`config.mk`:
```
export PLATFORM = sky130hd
export DESIGN_NAME = sui_div
export DESIGN_NICKNAME = d
export VERILOG_FILES = /design/src/rtl/core/sui_pkg.sv /design/src/rtl/core/sui_div.sv
export SDC_FILE = /design/constraint.sdc
export NUM_CORES = 1
export LEC_CHECK = 0
export BUFFER_PORTS_ARGS = -buffer_cell sky130_fd_sc_hd__buf_2
export CAP_MARGIN = 20
export CORE_MARGIN = 8
export CORE_UTILIZATION = 50
export DETAILED_ROUTE_END_ITERATION = 10
export GPL_ROUTABILITY_DRIVEN = 1
export MAX_ROUTING_LAYER = met4
export PLACE_DENSITY_LB_ADDON = 0.25
export SETUP_SLACK_MARGIN = 0.15
export SLEW_MARGIN = 20
export SYNTH_ARGS = -nofsm -noshare
export SYNTH_HDL_FRONTEND = slang
export SYNTH_SLANG_ARGS = --single-unit
```
`constraint.sdc`:
```
create_clock -name clk -period 58.7 [get_ports clk]
set_input_delay 5.87 -clock clk [delete_from_list [all_inputs] [get_ports clk]]
set_output_delay 5.87 -clock clk [all_outputs]
set_load 0.005 [all_outputs]
```
`src/rtl/core/sui_pkg.sv`:
```
`default_nettype none

package sui_pkg;

    // Field widths of the item ports.
    localparam int FREQ_W = 14;
    localparam int HGT_W  = 10;
    localparam int DIST_W = 17;
    localparam int PL_W   = 19;

    // Terrain codes; every other code selects the urban set.
    localparam logic [1:0] TERRAIN_SUBURBAN = 2'd2;
    localparam logic [1:0] TERRAIN_RURAL    = 2'd3;
    localparam logic [1:0] TERRAIN_RESET    = 2'd1;

    // Fixed-point constants, Q16 dB unless noted.
    localparam logic [14:0] LOG10_2_Q16 = 15'd19728;
    localparam int FSPL_K_Q16     = 815384;
    localparam int LOG10_2000_Q16 = 216336;
    localparam int LOG10_20_Q16   = 85264;
    localparam int FADE_Q16       = 694682;
    localparam int DIST_OFFSET    = 131072;
    localparam int FREQ_GAIN      = 26;
    localparam int FTERM_K        = FSPL_K_Q16 - 6 * LOG10_2000_Q16 + FADE_Q16;
    localparam int OUT_MIN        = -65536;
    localparam int OUT_MAX        = 262143;

    // Divider for 10*c*2^30 / Ht: one quotient bit per step.
    localparam int Q30_SHIFT = 30;
    localparam int CK_W      = 8;
    localparam int DVS_W     = HGT_W;
    localparam int Q_W       = 38;
    localparam int DIV_SPS   = 8;
    localparam int DIV_W     = 40;
    localparam int DIV_ST    = DIV_W / DIV_SPS;

    typedef struct packed {
        logic [32:0] a;
        logic [19:0] b10;
        logic [CK_W-1:0] ck;
        logic [20:0] xq;
    } coef_t;

    function automatic coef_t terrain_coef(input logic [1:0] mode);
        coef_t c;
        unique case (mode)
            TERRAIN_SUBURBAN:
            begin
                c.a   = 33'd4294967296;
                c.b10 = 20'd697932;
                c.ck  = 8'd171;
                c.xq  = 21'd707789;
            end
            TERRAIN_RURAL:
            begin
                c.a   = 33'd3865470566;
                c.b10 = 20'd536871;
                c.ck  = 8'd200;
                c.xq  = 21'd1310720;
            end
            default:
            begin
                c.a   = 33'd4939212390;
                c.b10 = 20'd805306;
                c.ck  = 8'd126;
                c.xq  = 21'd707789;
            end
        endcase
        return c;
    endfunction

    // Sixteen fraction bits of log2(m / 2^tbits) by repeated squaring in Q30.
    // Only evaluated at elaboration to build the lookup tables.
    function automatic logic [15:0] log2_entry(input int unsigned m, input int unsigned tbits);
        logic [63:0] z;
        logic [15:0] frac;
        z = 64'(m) << (30 - tbits);
        frac = '0;
        for (int k = 0; k < 16; k++)
        begin
            z = (z * z) >> 30;
            frac = {frac[14:0], 1'b0};
            if (z >= 64'h8000_0000)
            begin
                frac[0] = 1'b1;
                z = z >> 1;
            end
        end
        return frac;
    endfunction

endpackage

`default_nettype wire

```
`src/rtl/core/sui_div.sv`:
```
`default_nettype none

// Pipelined restoring divider: (ck * 2^30) / dvs, DIV_SPS quotient bits per stage.
module sui_div
    import sui_pkg::*;
(
    input  wire logic              clk,
    input  wire logic [DIV_ST-1:0] en,
    input  wire logic [CK_W-1:0]   ck,
    input  wire logic [DVS_W-1:0]  dvs,
    output logic      [Q_W-1:0]    quo
);

    logic [DVS_W-1:0] rem_reg [DIV_ST-1];
    logic [DVS_W-1:0] dvs_reg [DIV_ST-1];
    logic [DIV_W-1:0] w_reg   [DIV_ST];

    for (genvar st = 0; st < DIV_ST; st++)
    begin : g_st
        logic [DVS_W-1:0] rem_in;
        logic [DVS_W-1:0] d_in;
        logic [DIV_W-1:0] w_in;
        logic [DVS_W-1:0] rem_next;
        logic [DIV_W-1:0] w_next;
        logic [DVS_W:0]   t;

        if (st == 0)
        begin : g_first
            assign rem_in = '0;
            assign d_in   = dvs;
            assign w_in   = DIV_W'({ck, {Q30_SHIFT{1'b0}}});
        end
        else
        begin : g_next
            assign rem_in = rem_reg[st-1];
            assign d_in   = dvs_reg[st-1];
            assign w_in   = w_reg[st-1];
        end

        // The dividend shifts out of the top of w while quotient bits enter below.
        always_comb
        begin
            rem_next = rem_in;
            w_next = w_in;
            t = '0;
            for (int i = 0; i < DIV_SPS; i++)
            begin
                t = {rem_next, w_next[DIV_W-1]};
                w_next = {w_next[DIV_W-2:0], 1'b0};
                if (t >= {1'b0, d_in})
                begin
                    rem_next = DVS_W'(t - {1'b0, d_in});
                    w_next[0] = 1'b1;
                end
                else
                begin
                    rem_next = t[DVS_W-1:0];
                end
            end
        end

        always_ff @(posedge clk)
        begin
            if (en[st])
            begin
                w_reg[st] <= w_next;
            end
        end

        if (st < DIV_ST - 1)
        begin : g_carry
            always_ff @(posedge clk)
            begin
                if (en[st])
                begin
                    rem_reg[st] <= rem_next;
                    dvs_reg[st] <= d_in;
                end
            end
        end
    end

    assign quo = w_reg[DIV_ST-1][Q_W-1:0];

endmodule

`default_nettype wire
```
==> metrics.txt, run 1 <==
share of synthesized registers carrying an async set or reset 0%; Final Cycle Share 43.8%; post-synthesis sequential area ratio 21.5%; crit path from dvs[1]; maximum clock rate 38.9 MHz; Post-Layout Inst Area 28500 um2; reg2reg setup slack 35.13 ns; largest net degree at the start of global routing 51; first-pass GRT wire length 122000 um; final wirelength 76700 um; # diodes 0; FF+latch count, synth 192; Clk Latency, worst-skew pair 0.49 ns; post-DR wirelength/cell 19.8 um; Syn Area/Cell 8.60 um2; vias in the first global route 23200; Setup TNS 0 ns; root cell of the clock tree clkbuf_16; pre-CTS WS 32.55 ns; Synth Instances 3111; drt pass-1 iters 6; Crit. path cell count 81; Worst Path Arrival 25.96 ns; hold buffers post-CTS 0; H-tree Lvls 4; Bufs and invs on worst path 3; CP top delay family compound AO/OA/AOI/OAI gates; synth top area cells edfxtp_1 22%, ha_1 17%, mux2_2 7.5%, xnor2_1 4.4%, o21ai_0 3.8%; CTS-repair resized insts 0; clk sink count 192; via density per instance 6.21; via count 24000; crit path capture rem_reg[0][6]$_DFFE_PP_; top-count cell post-synth ha_1; Largest register FFs 112; top post-synthesis cells by count 364 x ha_1, 252 x nor2_1, 222 x inv_1, 205 x o21ai_0, 194 x a21oi_1; grt total ovfl 0; worst setup path category in2reg; initial antenna violation count 1; mapped cell area 26800 um2; share of the synthesized area in the top cell type 21.5%; PortBufs 61; r2r startpoint dvs_reg[0][1]$_DFFE_PP_; Synth Flop Type edfxtp_1; Die Y 247 um; Final Hold Vio Count 0; Routability Congestion 0.961; RSZ-0062 raised after global routing false; Worst Clk Skew 0.0178 ns; CP Capture Type register; CTS tree yes; Synth area leader edfxtp_1; layout net count 3565; Max Cap Viol 0; share of cells above drive strength 1 11.2%; Rel. slew slack 29.0%; post-synth cell types 99; Placeable Area 53400 um2; Die Width 247 um; critical path data required time 58.94 ns; CP max stage cell a211oi_2; RR Endpoint rem_reg[1][3]$_DFFE_PP_; min Tclk post-route 25.71 ns; startpoint types input port; fillers 4849; I/O pins 62; std cell rows 85; clock slew seen by the registers of the worst setup and hold paths 0.08 ns; Slowest Stage Delay on Critical Path 0.78 ns; Hold Crit Class reg2reg; Routed Antenna Nets 0; Worst-Margin Slew 1.06 ns; final worst setup slack 32.99 ns; outcome finished, final reports clean; area post-placement 27800 um2; dpl hpwl 59500 um; initial core utilization 50.1%; worst-path fanout max 14; number of remaining DRC errors 0; number of setup buffers added after CTS 0; DIE AREA 61200 um2; R2R depth 87; Hold Slack 0.409 ns; yosys warns 0; total track usage 25.3%; Post-synth EDFFs 192; Max Slew Vio Count 0; Bufs on Longest Clock Path 2; Area Growth Syn to Fin 6.40%; DR iter-0 viols 1789; most frequent CP cell o21ai_0; Setup violations, final 0; CTS Buf Count 17
==> stage by stage <==
| step | instances | utilization [%] |
|---|---|---|
| 6_report | 3874 | 53.3 |
| 5_1_grt | 3874 | 53.3 |
| 4_1_cts | 3874 | 53.3 |
| 3_5_place_dp | 3842 | 52.2 |
| 3_3_place_gp | 3842 | 52.2 |
| 2_1_floorplan | 3114 | - |
==> worst register-to-register path, delay by kind of cell, from the launching register on <==
kind | cells | cell delay (ns)
buffers and inverters | 8 | 1.89
adders and majority gates | 8 | 2.64
DFF | 1 | 0.60
AOI/OAI and AO/OA | 53 | 14.45
and+or+nand+nor | 15 | 2.83
muxes | 3 | 0.90
==> cell type report <==
type	count	area (um2)	area share, %
Clock buffer	17	425	1.49
Tap cell	696	871	3.06
Timing Repair Buffer	73	395	1.39
Inverter	238	893	3.14
Clock inverter	15	196	0.690
Sequential cell	192	5770	20.2
Multi-Input combinational cell	2643	19900	70.0
==> cell families after synthesis <==
logic type	synth area share, %
adders and majority gates	17.9
buffers and inverters	4.12
AOI/OAI and AO/OA	22.4
DFF	21.5
muxes	9.96
other	0.0140
xor gates and xnor gates	6.81
and+or+nand+nor	17.2
==> cells in the final DEF (no fill, tap or decap), types with 77 or more instances in the layout <==
master and n:
o21ai_0 205, nor2_1 252, o21a_1 77, xnor2_1 134
a21o_1 87, mux2_2 179, nor3_1 86, ha_1 364
edfxtp_1 192, nand2_1 189, a21oi_1 194, inv_1 222
==> worst min path at each step <==
stage / from / to / slack [ns] / cells past startpoint
after floorplan: w_reg[0][52]$_DFFE_PP_ / w_reg[0][100]$_DFFE_PP_ / 0.40 / 0
after global placement: w_reg[0][86]$_DFFE_PP_ / w_reg[0][134]$_DFFE_PP_ / 0.40 / 0
after detailed placement: w_reg[0][0]$_DFFE_PP_ / w_reg[0][48]$_DFFE_PP_ / 0.40 / 0
after CTS: w_reg[0][147]$_DFFE_PP_ / w_reg[0][195]$_DFFE_PP_ / 0.42 / 0
after global routing: w_reg[0][147]$_DFFE_PP_ / w_reg[0][195]$_DFFE_PP_ / 0.42 / 0
final: w_reg[0][147]$_DFFE_PP_ / w_reg[0][195]$_DFFE_PP_ / 0.41 / 0
==> metal layers <==
metal	wire, um	GRT usage, %	vias to the layer above
li1	-	-	11800
met2	35600	41.3	723
met1	35000	32.3	11400
met5	0	-	-
met3	4000	3.53	135
met4	2060	7.75	0
Power of run 1 is not shown: default switching activity piles up to over one toggle a cycle in this logic, so the estimate is an artifact.
==> run 2: changes to the inputs <==
clock period = 25.6 ns   (was 58.7 ns; I/O delays follow)
==> metrics.txt, run 2 (same netlist as run 1, synthesis figures left out) <==
Bufs on Longest Clock Path 2 (unchanged); min Tclk post-route 23.06 ns; Inst Count DP 3840 (was 3842); CP Capture Type register (unchanged); final worst setup slack 2.54 ns (was 32.99 ns); DIE AREA 61200 um2 (unchanged); Reg area 5770 um2 (unchanged); Placeable Area 53400 um2 (unchanged); initial antenna violation count 2 (was 1); hold buffers post-CTS 0 (unchanged); CTS-repair resized insts 0 (unchanged); Setup violations, final 0 (unchanged); RSZ-0062 raised after global routing false (unchanged); worst setup path category reg2reg (was in2reg); most common cell after layout, fill and taps aside ha_1 (unchanged); Max Slew Vio Count 0 (unchanged); clk sink count 192 (unchanged); CTS Buf Count 17 (unchanged); pre-CTS WS 2.90 ns (was 32.55 ns); final core utilization 53.3% (about the same); via count 24100 (was 24000); CTS tree yes (unchanged); drt pass-1 iters 6 (unchanged); H-tree Lvls 4 (unchanged); vias in the first global route 23000 (was 23200); largest net degree at the start of global routing 51 (unchanged); most frequent cells in the layout 364 x ha_1, 252 x nor2_1, 222 x inv_1, 205 x o21ai_0, 194 x a21oi_1 (unchanged); area of the multi-input gates 19900 um2 (about the same); most frequent CP cell o21ai_0 (unchanged); Routed Antenna Nets 0 (unchanged); layout net count 3563 (was 3565); WL met2 34600 um (was 35600 um); share of cells above drive strength 1 11.1% (was 11.2%); Clk Latency, worst-skew pair 0.50 ns (was 0.49 ns); DR iter-0 viols 1879 (was 1789); Routability Congestion 0.985 (was 0.961); via density per instance 6.22 (was 6.21); crit path capture rem_reg[1][9]$_DFFE_PP_ (was rem_reg[0][6]$_DFFE_PP_); Area Growth Syn to Fin 6.22% (was 6.40%); wl on met1 35000 um (about the same); Worst Clk Skew 0.0177 ns (was 0.0178 ns); grt total ovfl 0 (unchanged); reg2reg setup slack 2.54 ns (was 35.13 ns); Hold Crit Class reg2reg (unchanged); first-pass GRT wire length 121000 um (was 122000 um); critical path data required time 25.84 ns (was 58.94 ns); Final Cycle Share 90.1%; I/O pins 62 (unchanged); R2R depth 86 (was 87); clock slew seen by the registers of the worst setup and hold paths 0.08 ns (about the same); dpl hpwl 59000 um (was 59500 um); Die Width 247 um (unchanged); CP max stage cell a211oi_2 (unchanged); final wirelength 76100 um (was 76700 um); Largest register FFs 112 (unchanged); r2r startpoint dvs_reg[0][1]$_DFFE_PP_ (unchanged); std cell rows 85 (unchanged); outcome finished, final reports clean (unchanged); Final Hold Vio Count 0 (unchanged); crit path from dvs_reg[0][1]$_DFFE_PP_ (was dvs[1]); Post-Layout Cell Count 3872 (was 3874); worst-path fanout max 13 (was 14); fillers 4894 (was 4849); startpoint types register (was input port); total track usage 25.1% (was 25.3%); RR Endpoint rem_reg[1][9]$_DFFE_PP_ (was rem_reg[1][3]$_DFFE_PP_); highest metal used met4 (unchanged); Setup TNS 0 ns (unchanged); Die Y 247 um (unchanged); number of remaining DRC errors 0 (unchanged); Slowest Stage Delay on Critical Path 0.76 ns (was 0.78 ns); Worst Path Arrival 23.30 ns (was 25.96 ns); # diodes 0 (unchanged); Max Cap Viol 0 (unchanged); Rel. slew slack 27.9% (was 29.0%); number of setup buffers added after CTS 0 (unchanged); met3 wire len 4570 um (was 4000 um); post-DR wirelength/cell 19.6 um (was 19.8 um); initial core utilization 50.1% (unchanged); root cell of the clock tree clkbuf_16 (unchanged); Worst-Margin Slew 1.08 ns (was 1.06 ns); maximum clock rate 43.4 MHz; PortBufs 61 (unchanged)
-- run 2: how the worst min path moves through the flow --
| stage | endpoint | slack, ns | depth (start not counted) | from |
|---|---|---|---|---|
| after global routing | w_reg[0][136]$_DFFE_PP_ | 0.41 | 0 | w_reg[0][88]$_DFFE_PP_ |
| after detailed placement | w_reg[0][178]$_DFFE_PP_ | 0.40 | 0 | w_reg[0][130]$_DFFE_PP_ |
| after global placement | w_reg[0][135]$_DFFE_PP_ | 0.40 | 0 | w_reg[0][87]$_DFFE_PP_ |
| after floorplan | w_reg[0][100]$_DFFE_PP_ | 0.40 | 0 | w_reg[0][52]$_DFFE_PP_ |
| final | w_reg[0][136]$_DFFE_PP_ | 0.41 | 0 | w_reg[0][88]$_DFFE_PP_ |
| after CTS | w_reg[0][136]$_DFFE_PP_ | 0.41 | 0 | w_reg[0][88]$_DFFE_PP_ |
-- run 2: worst max-delay path: cells and delay by family (launching register included) --
| kind | cells | cell delay, ns |
|---|---|---|
| AOI/OAI and AO/OA | 53 | 14.07 |
| adders and majority gates | 8 | 2.55 |
| buffers and inverters | 7 | 1.39 |
| DFF | 1 | 0.50 |
| muxes | 3 | 0.94 |
| and+or+nand+nor | 15 | 3.34 |
-- run 2: per-stage QoR --
step / hold slack, ns / cell area (um2)
after CTS: 0.412 / 28400
after floorplan: 0.400 / 26800
after global routing: 0.413 / 28400
final: 0.408 / 28400
after detailed placement: 0.405 / 27800
after global placement: 0.401 / 27800
-- run 2: final cells by class --
cell class / count / area share [%]
well taps: 696 / 3.06
clock buffers: 19 / 1.52
clock inverters: 13 / 0.563
flip-flops and latches: 192 / 20.3
multi-input cells: 2643 / 70.1
repair buffers: 71 / 1.35
inverters: 238 / 3.14
-- run 2: metal layers --
layer / vias to the layer above / global-route usage [%]
met4: 0 / 7.49
met3: 128 / 3.43
li1: 11800 / -
met1: 11400 / 33.0
met5: - / -
met2: 782 / 40.2
Power of run 2 is left out for the same reason.
